<file path="src/sv/snt_pkg.sv">
`timescale 1ns / 1ps
// Shared types and constants for the Smith number test.
// No dependencies.
package snt_pkg;

    localparam int NUMBER_WIDTH_DEFAULT = 32;
    localparam int SUM_W                = 16;  // internal digit-sum width, covers 64-bit numbers
    localparam int DIGIT_SUM_W          = 7;
    localparam int FACTOR_SUM_W         = 8;
    localparam int COMPOSITE_BOUND      = 3;

    // digit-sum operand select
    localparam logic [1:0] SEL_NUMBER = 2'd0;
    localparam logic [1:0] SEL_DIV    = 2'd1;
    localparam logic [1:0] SEL_REST   = 2'd2;

    typedef struct packed {
        logic       load;        // capture number, clear factor sum and count
        logic       dsum_start;
        logic [1:0] dsum_sel;
        logic       save_nsum;   // digit sum of the number is ready
        logic       add_fsum;    // accumulate factor digit sum
        logic       div_start;
        logic       take_quot;   // rest <= rest / d, one more factor
        logic       count_inc;
        logic       next_div;    // d <= d + 1
    } snt_cmd_t;

    typedef struct packed {
        logic dsum_done;
        logic div_done;
        logic stop;        // d > rest / d
        logic divisible;   // rest % d == 0
        logic rest_gt1;
    } snt_status_t;

endpackage

</file>
<file path="src/sv/snt_div.sv">
`timescale 1ns / 1ps
// Restoring divider, one quotient bit per cycle.
// Depends on nothing.
module snt_div #(
    parameter int W = 32
) (
    input  logic         clk,
    input  logic         rst_n,
    input  logic         start,
    input  logic [W-1:0] dividend,
    input  logic [W-1:0] divisor,
    output logic         done,
    output logic [W-1:0] quotient,
    output logic [W-1:0] remainder
);

    localparam int CNT_W = $clog2(W);

    logic             busy_reg, busy_next;
    logic             done_reg, done_next;
    logic [CNT_W-1:0] cnt_reg, cnt_next;
    logic [W-1:0]     rem_reg, rem_next;
    logic [W-1:0]     quo_reg, quo_next;
    logic [W:0]       trial;
    logic [W:0]       diff;

    assign trial = {rem_reg, quo_reg[W-1]};
    assign diff  = trial - {1'b0, divisor};

    always_comb
    begin
        busy_next = busy_reg;
        done_next = 1'b0;
        cnt_next  = cnt_reg;
        rem_next  = rem_reg;
        quo_next  = quo_reg;
        if (start)
        begin
            busy_next = 1'b1;
            cnt_next  = CNT_W'(W - 1);
            rem_next  = '0;
            quo_next  = dividend;
        end
        else if (busy_reg)
        begin
            // partial remainder stays below the divisor, so W bits hold it
            if (trial >= {1'b0, divisor})
            begin
                rem_next = diff[W-1:0];
                quo_next = {quo_reg[W-2:0], 1'b1};
            end
            else
            begin
                rem_next = trial[W-1:0];
                quo_next = {quo_reg[W-2:0], 1'b0};
            end
            cnt_next = cnt_reg - 1'b1;
            if (cnt_reg == '0)
            begin
                busy_next = 1'b0;
                done_next = 1'b1;
            end
        end
    end

    always_ff @(posedge clk or negedge rst_n)
    begin
        if (!rst_n)
        begin
            busy_reg <= 1'b0;
            done_reg <= 1'b0;
            cnt_reg  <= '0;
        end
        else
        begin
            busy_reg <= busy_next;
            done_reg <= done_next;
            cnt_reg  <= cnt_next;
        end
    end

    always_ff @(posedge clk)
    begin
        rem_reg <= rem_next;
        quo_reg <= quo_next;
    end

    assign done      = done_reg;
    assign quotient  = quo_reg;
    assign remainder = rem_reg;

endmodule

</file>
<file path="src/sv/snt_dsum.sv">
`timescale 1ns / 1ps
// Decimal digit sum: shift-add-3 binary to BCD, then one digit added per cycle.
// Depends on snt_pkg.
module snt_dsum
    import snt_pkg::*;
#(
    parameter int W = 32
) (
    input  logic             clk,
    input  logic             rst_n,
    input  logic             start,
    input  logic [W-1:0]     value,
    output logic             done,
    output logic [SUM_W-1:0] sum
);

    localparam int DIGITS = (W * 3) / 10 + 1;
    localparam int CNT_W  = $clog2(W);

    logic                  busy_reg, busy_next;
    logic                  phase_reg, phase_next;  // 0: convert, 1: add digits
    logic                  done_reg, done_next;
    logic [CNT_W-1:0]      cnt_reg, cnt_next;
    logic [W-1:0]          bin_reg, bin_next;
    logic [4*DIGITS-1:0]   bcd_reg, bcd_next;
    logic [SUM_W-1:0]      sum_reg, sum_next;
    logic [4*DIGITS-1:0]   adj;

    always_comb
    begin
        for (int i = 0; i < DIGITS; i++)
        begin
            adj[4*i +: 4] = (bcd_reg[4*i +: 4] >= 4'd5) ? bcd_reg[4*i +: 4] + 4'd3
                                                           : bcd_reg[4*i +: 4];
        end
    end

    always_comb
    begin
        busy_next  = busy_reg;
        phase_next = phase_reg;
        done_next  = 1'b0;
        cnt_next   = cnt_reg;
        bin_next   = bin_reg;
        bcd_next   = bcd_reg;
        sum_next   = sum_reg;
        if (start)
        begin
            busy_next  = 1'b1;
            phase_next = 1'b0;
            cnt_next   = CNT_W'(W - 1);
            bin_next   = value;
            bcd_next   = '0;
            sum_next   = '0;
        end
        else if (busy_reg)
        begin
            cnt_next = cnt_reg - 1'b1;
            if (!phase_reg)
            begin
                bcd_next = {adj[4*DIGITS-2:0], bin_reg[W-1]};
                bin_next = bin_reg << 1;
                if (cnt_reg == '0)
                begin
                    phase_next = 1'b1;
                    cnt_next   = CNT_W'(DIGITS - 1);
                end
            end
            else
            begin
                sum_next = sum_reg + SUM_W'(bcd_reg[3:0]);
                bcd_next = bcd_reg >> 4;
                if (cnt_reg == '0)
                begin
                    busy_next = 1'b0;
                    done_next = 1'b1;
                end
            end
        end
    end

    always_ff @(posedge clk or negedge rst_n)
    begin
        if (!rst_n)
        begin
            busy_reg  <= 1'b0;
            phase_reg <= 1'b0;
            done_reg  <= 1'b0;
            cnt_reg   <= '0;
        end
        else
        begin
            busy_reg  <= busy_next;
            phase_reg <= phase_next;
            done_reg  <= done_next;
            cnt_reg   <= cnt_next;
        end
    end

    always_ff @(posedge clk)
    begin
        bin_reg <= bin_next;
        bcd_reg <= bcd_next;
        sum_reg <= sum_next;
    end

    assign done = done_reg;
    assign sum  = sum_reg;

endmodule

</file>
<file path="src/sv/snt_dpath.sv">
`timescale 1ns / 1ps
// Datapath: number, remainder and divisor registers, sums, divider and digit-sum unit.
// Depends on snt_pkg, snt_div, snt_dsum.
module snt_dpath
    import snt_pkg::*;
#(
    parameter int NUMBER_WIDTH = NUMBER_WIDTH_DEFAULT
) (
    input  logic                    clk,
    input  logic                    rst_n,
    input  snt_cmd_t                cmd,
    input  logic [NUMBER_WIDTH-1:0] number,
    output snt_status_t             status,
    output logic                    is_smith,
    output logic                    is_composite,
    output logic [DIGIT_SUM_W-1:0]  digit_sum,
    output logic [FACTOR_SUM_W-1:0] factor_digit_sum
);

    localparam int W = NUMBER_WIDTH;

    logic [W-1:0]     n_reg, n_next;
    logic [W-1:0]     rest_reg, rest_next;
    logic [W-1:0]     d_reg, d_next;
    logic [SUM_W-1:0] nsum_reg, nsum_next;
    logic [SUM_W-1:0] fsum_reg, fsum_next;
    logic [1:0]       count_reg, count_next;

    logic [W-1:0]     dsum_operand;
    logic             dsum_done;
    logic [SUM_W-1:0] dsum_value;
    logic             div_done;
    logic [W-1:0]     quotient;
    logic [W-1:0]     remainder;
    logic             composite;

    always_comb
    begin
        unique case (cmd.dsum_sel)
            SEL_NUMBER: dsum_operand = n_reg;
            SEL_DIV:    dsum_operand = d_reg;
            default:    dsum_operand = rest_reg;
        endcase
    end

    snt_dsum #(.W(W)) u_dsum (
        .clk   (clk),
        .rst_n (rst_n),
        .start (cmd.dsum_start),
        .value (dsum_operand),
        .done  (dsum_done),
        .sum   (dsum_value)
    );

    snt_div #(.W(W)) u_div (
        .clk       (clk),
        .rst_n     (rst_n),
        .start     (cmd.div_start),
        .dividend  (rest_reg),
        .divisor   (d_reg),
        .done      (div_done),
        .quotient  (quotient),
        .remainder (remainder)
    );

    always_comb
    begin
        n_next     = n_reg;
        rest_next  = rest_reg;
        d_next     = d_reg;
        nsum_next  = nsum_reg;
        fsum_next  = fsum_reg;
        count_next = count_reg;
        if (cmd.load)
        begin
            n_next     = number;
            rest_next  = number;
            d_next     = W'(2);
            fsum_next  = '0;
            count_next = '0;
        end
        if (cmd.save_nsum)
            nsum_next = dsum_value;
        if (cmd.add_fsum)
            fsum_next = fsum_reg + dsum_value;
        if (cmd.take_quot)
            rest_next = quotient;
        // only "two or more factors" matters, so the count saturates
        if (cmd.count_inc && !count_reg[1])
            count_next = count_reg + 2'd1;
        if (cmd.next_div)
            d_next = d_reg + 1'b1;
    end

    always_ff @(posedge clk or negedge rst_n)
    begin
        if (!rst_n)
            count_reg <= '0;
        else
            count_reg <= count_next;
    end

    always_ff @(posedge clk)
    begin
        n_reg    <= n_next;
        rest_reg <= rest_next;
        d_reg    <= d_next;
        nsum_reg <= nsum_next;
        fsum_reg <= fsum_next;
    end

    assign status.dsum_done = dsum_done;
    assign status.div_done  = div_done;
    assign status.stop      = d_reg > quotient;
    assign status.divisible = remainder == '0;
    assign status.rest_gt1  = rest_reg > W'(1);

    assign composite        = (n_reg > W'(COMPOSITE_BOUND)) && count_reg[1];
    assign is_composite     = composite;
    assign is_smith         = composite && (nsum_reg == fsum_reg);
    assign digit_sum        = nsum_reg[DIGIT_SUM_W-1:0];
    assign factor_digit_sum = fsum_reg[FACTOR_SUM_W-1:0];

endmodule

</file>
<file path="config.mk">
export PLATFORM = sky130hd
export DESIGN_NAME = snt_dpath
export DESIGN_NICKNAME = d
export VERILOG_FILES = /design/src/sv/snt_pkg.sv /design/src/sv/snt_div.sv /design/src/sv/snt_dsum.sv /design/src/sv/snt_dpath.sv
export SDC_FILE = /design/constraint.sdc
export NUM_CORES = 1
export LEC_CHECK = 0
export ABC_AREA = 1
export BUFFER_PORTS_ARGS = -buffer_cell sky130_fd_sc_hd__buf_2
export CAP_MARGIN = 20
export CELL_PAD_IN_SITES_DETAIL_PLACEMENT = 1
export CELL_PAD_IN_SITES_GLOBAL_PLACEMENT = 1
export CORE_MARGIN = 10
export CORE_UTILIZATION = 43
export CTS_CLUSTER_SIZE = 10
export DETAILED_ROUTE_END_ITERATION = 8
export GPL_TIMING_DRIVEN = 1
export PLACE_DENSITY_LB_ADDON = 0.08
export SYNTH_ARGS = -nofsm -noshare
export SYNTH_HDL_FRONTEND = slang
export SYNTH_SLANG_ARGS = --single-unit
export TNS_END_PERCENT = 1
</file>
<file path="constraint.sdc">
create_clock -name clk -period 2.4 [get_ports clk]
set_input_delay 0.6 -clock clk [delete_from_list [all_inputs] [get_ports clk]]
set_output_delay 0.6 -clock clk [all_outputs]
set_load 0.02 [all_outputs]
</file>
==> run_results.csv <==
group,metric,value,unit
outcome,violations,"setup timing",
die,fp.dieH,226,µm
synthesis,yosysTopAreaCell,"edfxtp_1",
synthesis,synth_area_leaders,"edfxtp_1 31%, nand2_1 11%, dfxtp_1 9.6%",
die,pin_count,66,
clock_network,cts_buffers,37,
synthesis,synth_top_family_by_area,"simple AND/OR/NAND/NOR gates",
clock_network,cts.path.max_buffers,3,
detailed_routing,vias,16843,
placed_design,post-dp-hpwl,45200,µm
synthesis,synthMuxAreaShare,0,%
layout,drive_above_1_share,15.8,%
synthesis,ys_warn_count,0,
power,powerDensity,890,nW/µm²
die,start_util,43.6,%
sta,worstMarginPinSlew,0.535,ns
detailed_routing,drt_pre_antenna_iters,4,
synthesis,async_flop_share,5.72,%
clock_network,clk_latency,0.55,ns
synthesis,synth_xor_area_share,2.34,%
critical_path,worstPathMaxFanout,2,
die,die_x,226,µm
layout,antennaDiodeCount,0,
critical_path,end_kind,"primary output",
placed_design,gp_congestion,0.895,
run,cap_violations,0,
detailed_routing,drt-total-wl,60700,µm
synthesis,synth_commonest_cells,"547 x nand2_1, 356 x inv_1, 192 x edfxtp_1, 180 x o21ai_0, 153 x a21oi_1",
synthesis,synth_edf_count,192,
synthesis,synth_top_area_share,31.5,%
critical_path,worst-path-buf-inv,3,
die,die-area,51300,µm²
grt,track_usage,23.6,%
sta,fin_ws,-0.462,ns
synthesis,syn_inst,2327,
placed_design,numPortBuffers,65,
clock_network,htreeDepth,2,
critical_path,cp_slowest_cell,"edfxtp_1",
power,worst_ir_drop_vdd,0.000763,V
critical_path,cpLargestDelayFamily,"compound AO/OA/AOI/OAI gates",
synthesis,synth_compound_area_share,14.0,%
detailed_routing,drtIter0Drc,856,
synthesis,synth_cell_type_count,52,
sta,setup_violations,38,
layout,area_growth,19.7,%
detailed_routing,wl_per_cell,19.7,µm
critical_path,cpPeakStageDelay,0.44,ns
clock_network,cts.clk_slew.worst_paths,0.05,ns
synthesis,yosysMostFrequentCell,"nand2_1",
critical_path,start_kind,"flip-flop",
sta,skew,0.0175,ns
grt,grt_pass1_wl,96400,µm
sta,slew_violations,0,
sta,finalHoldViolCount,0,
detailed_routing,drc_errors,0,
die,row_count,75,
grt,grt.overflow.total,0,
power,p_leak,9.62,nW
sta,final.setup.tns,-6.28,ns
synthesis,synth-adder-area-share,7.63,%
layout,largest_reg_flops,40,
synthesis,avgSynthCellArea,7.88,µm²
synthesis,synth-seq-cells,297,
synthesis,ys.flop_type,"edfxtp_1",
synthesis,ys_seq_area_share,43.4,%
detailed_routing,ant_nets,0,
synthesis,synth_area,18300,µm²
sta,period_needed,2.86,ns
clock_network,cts_tree,"built",
sta,max_freq,0.349,GHz
detailed_routing,viasPerCell,5.46,
clock_network,clockRootBuffer,"clkbuf_16",
die,core,42000,µm²
layout,fill_cells,5158,
worst_hold_path,hold_path.class,"input port to flip-flop",
grt,antenna_found_initial,1,
critical_path,worstSetupPathType,"flip-flop to primary output",
sta,slew_headroom,64.3,%
critical_path,required,1.80,ns
layout,finalNetCount,2679,
synthesis,yosys.area_share.simple,23.0,%
grt,grt_max_degree,41,
critical_path,arrival,2.26,ns
sta,rsz0062_at_grt,"true",
critical_path,path_cells,"ha_4 > nand4_1 > buf_4 > inv_1 > a21oi_1 > o21a_1 > a21oi_2 > buf_6",
sta,finalCritPeriodShare,119,%
synthesis,synth_fp_nets,2481,
clock_network,clock-sinks,297,
placed_design,dpl_worst_slack,-0.0483,ns
grt,first_global_vias,17971,
outcome,status,"complete, but fails checks",
-- area by class of cell --
cell class | instances | area, µm² | share of cell area (%)
tap | 539 | 674 | 3.07
inverter | 362 | 1380 | 6.28
timing repair buffer | 242 | 1780 | 8.12
clock inverter | 5 | 52.6 | 0.240
clock buffer | 56 | 1070 | 4.88
sequential | 297 | 7960 | 36.3
multi-input combinational | 1585 | 9020 | 41.1
-- placed cells by master, fill, tap and decap left out, types with 11 or more instances in the layout --
cell and count:
a21oi_1 149, a31oi_1 27, buf_2 63, buf_4 166, clkbuf_1 14, clkbuf_16 39, dfrtp_1 17, dfxtp_1 84
edfxtp_1 192, ha_1 91, ha_4 13, inv_1 341, inv_2 16, nand2_1 536, nand2_2 17, nand3_1 132
nand3b_1 23, nand4_1 28, nor2_1 120, nor2_2 13, nor3_1 31, nor4_1 19, o211ai_1 32, o21ai_0 178
o21ai_1 20, o221ai_1 17, o22ai_1 11, xnor2_1 25, xor2_1 24
-- through the flow --
stage	instance area (µm²)	std cells	power, mW	hold slack, ns	utilization [%]
after floorplan	18300	2327	11.2	0.304	-
after global placement	20100	2995	13.6	0.479	47.9
after detailed placement	20100	2995	13.8	0.490	47.9
after CTS	21700	3077	19.5	0.218	51.6
after global routing	21900	3086	20.9	0.234	52.2
final	21900	3086	19.5	0.244	52.2
-- routing by layer --
metal / wire, µm / global-route usage, % / vias to the layer above / part of all wire, %
met2: 30400 / 42.2 / 249 / 50
met1: 26200 / 28.2 / 8264 / 43
met5: 0 / 0 / - / 0
met3: 1760 / 2.64 / 108 / 2.9
li1: - / - / 8222 / -
met4: 2450 / 10.3 / 0 / 4.0
-- where the power goes --
group,switching (mW),leakage [nW],internal (mW)
clock network,2.18,0.547,3.16
logic,4.58,6.13,2.95
registers,0.529,2.94,6.13
total,7.29,9.62,12.2
-- worst paths after layout --
kind	startpoint	to	slack [ns]	cells past startpoint
min reg2reg	u_dsum.sum[0]$_SDFFE_PP0P_	nsum_reg[0]$_DFFE_PP_	0.48	0
max in group asynchronous	rst_n	u_div.cnt_reg[0]$_DFFE_PN0P_	1.57	2
min	number[5]	n_reg[5]$_DFFE_PP_	0.24	1
min in group asynchronous	rst_n	u_dsum.busy_reg$_DFF_PN0_	0.53	2
max reg2reg	d_reg[27]$_SDFFCE_PN0P_	u_div.remainder[30]$_SDFFE_PP0P_	-0.24	18
max	d_reg[21]$_SDFFCE_PN0P_	status[2]	-0.46	8
-- logic make-up (layout without fill, tap and decap cells) --
family	after synthesis	after routing
xor+xnor	49	49
fa+ha+maj	110	110
compound gates	461	461
simple gates	965	965
buf+inv	445	665
flops	297	297
-- repair_timing --
| item | 4_1_cts | 5_1_grt |
|---|---|---|
| hold buffers | 1 | 0 |
| endpoints found under the hold margin | 17 | 0 |
| setup buffers | 20 | 9 |
| endpoints found under the setup margin | 38 | 45 |
| gates resized for setup | 65 | 29 |
| pin swaps | 16 | 14 |
No activity file was read; power rests on OpenSTA's default activity.
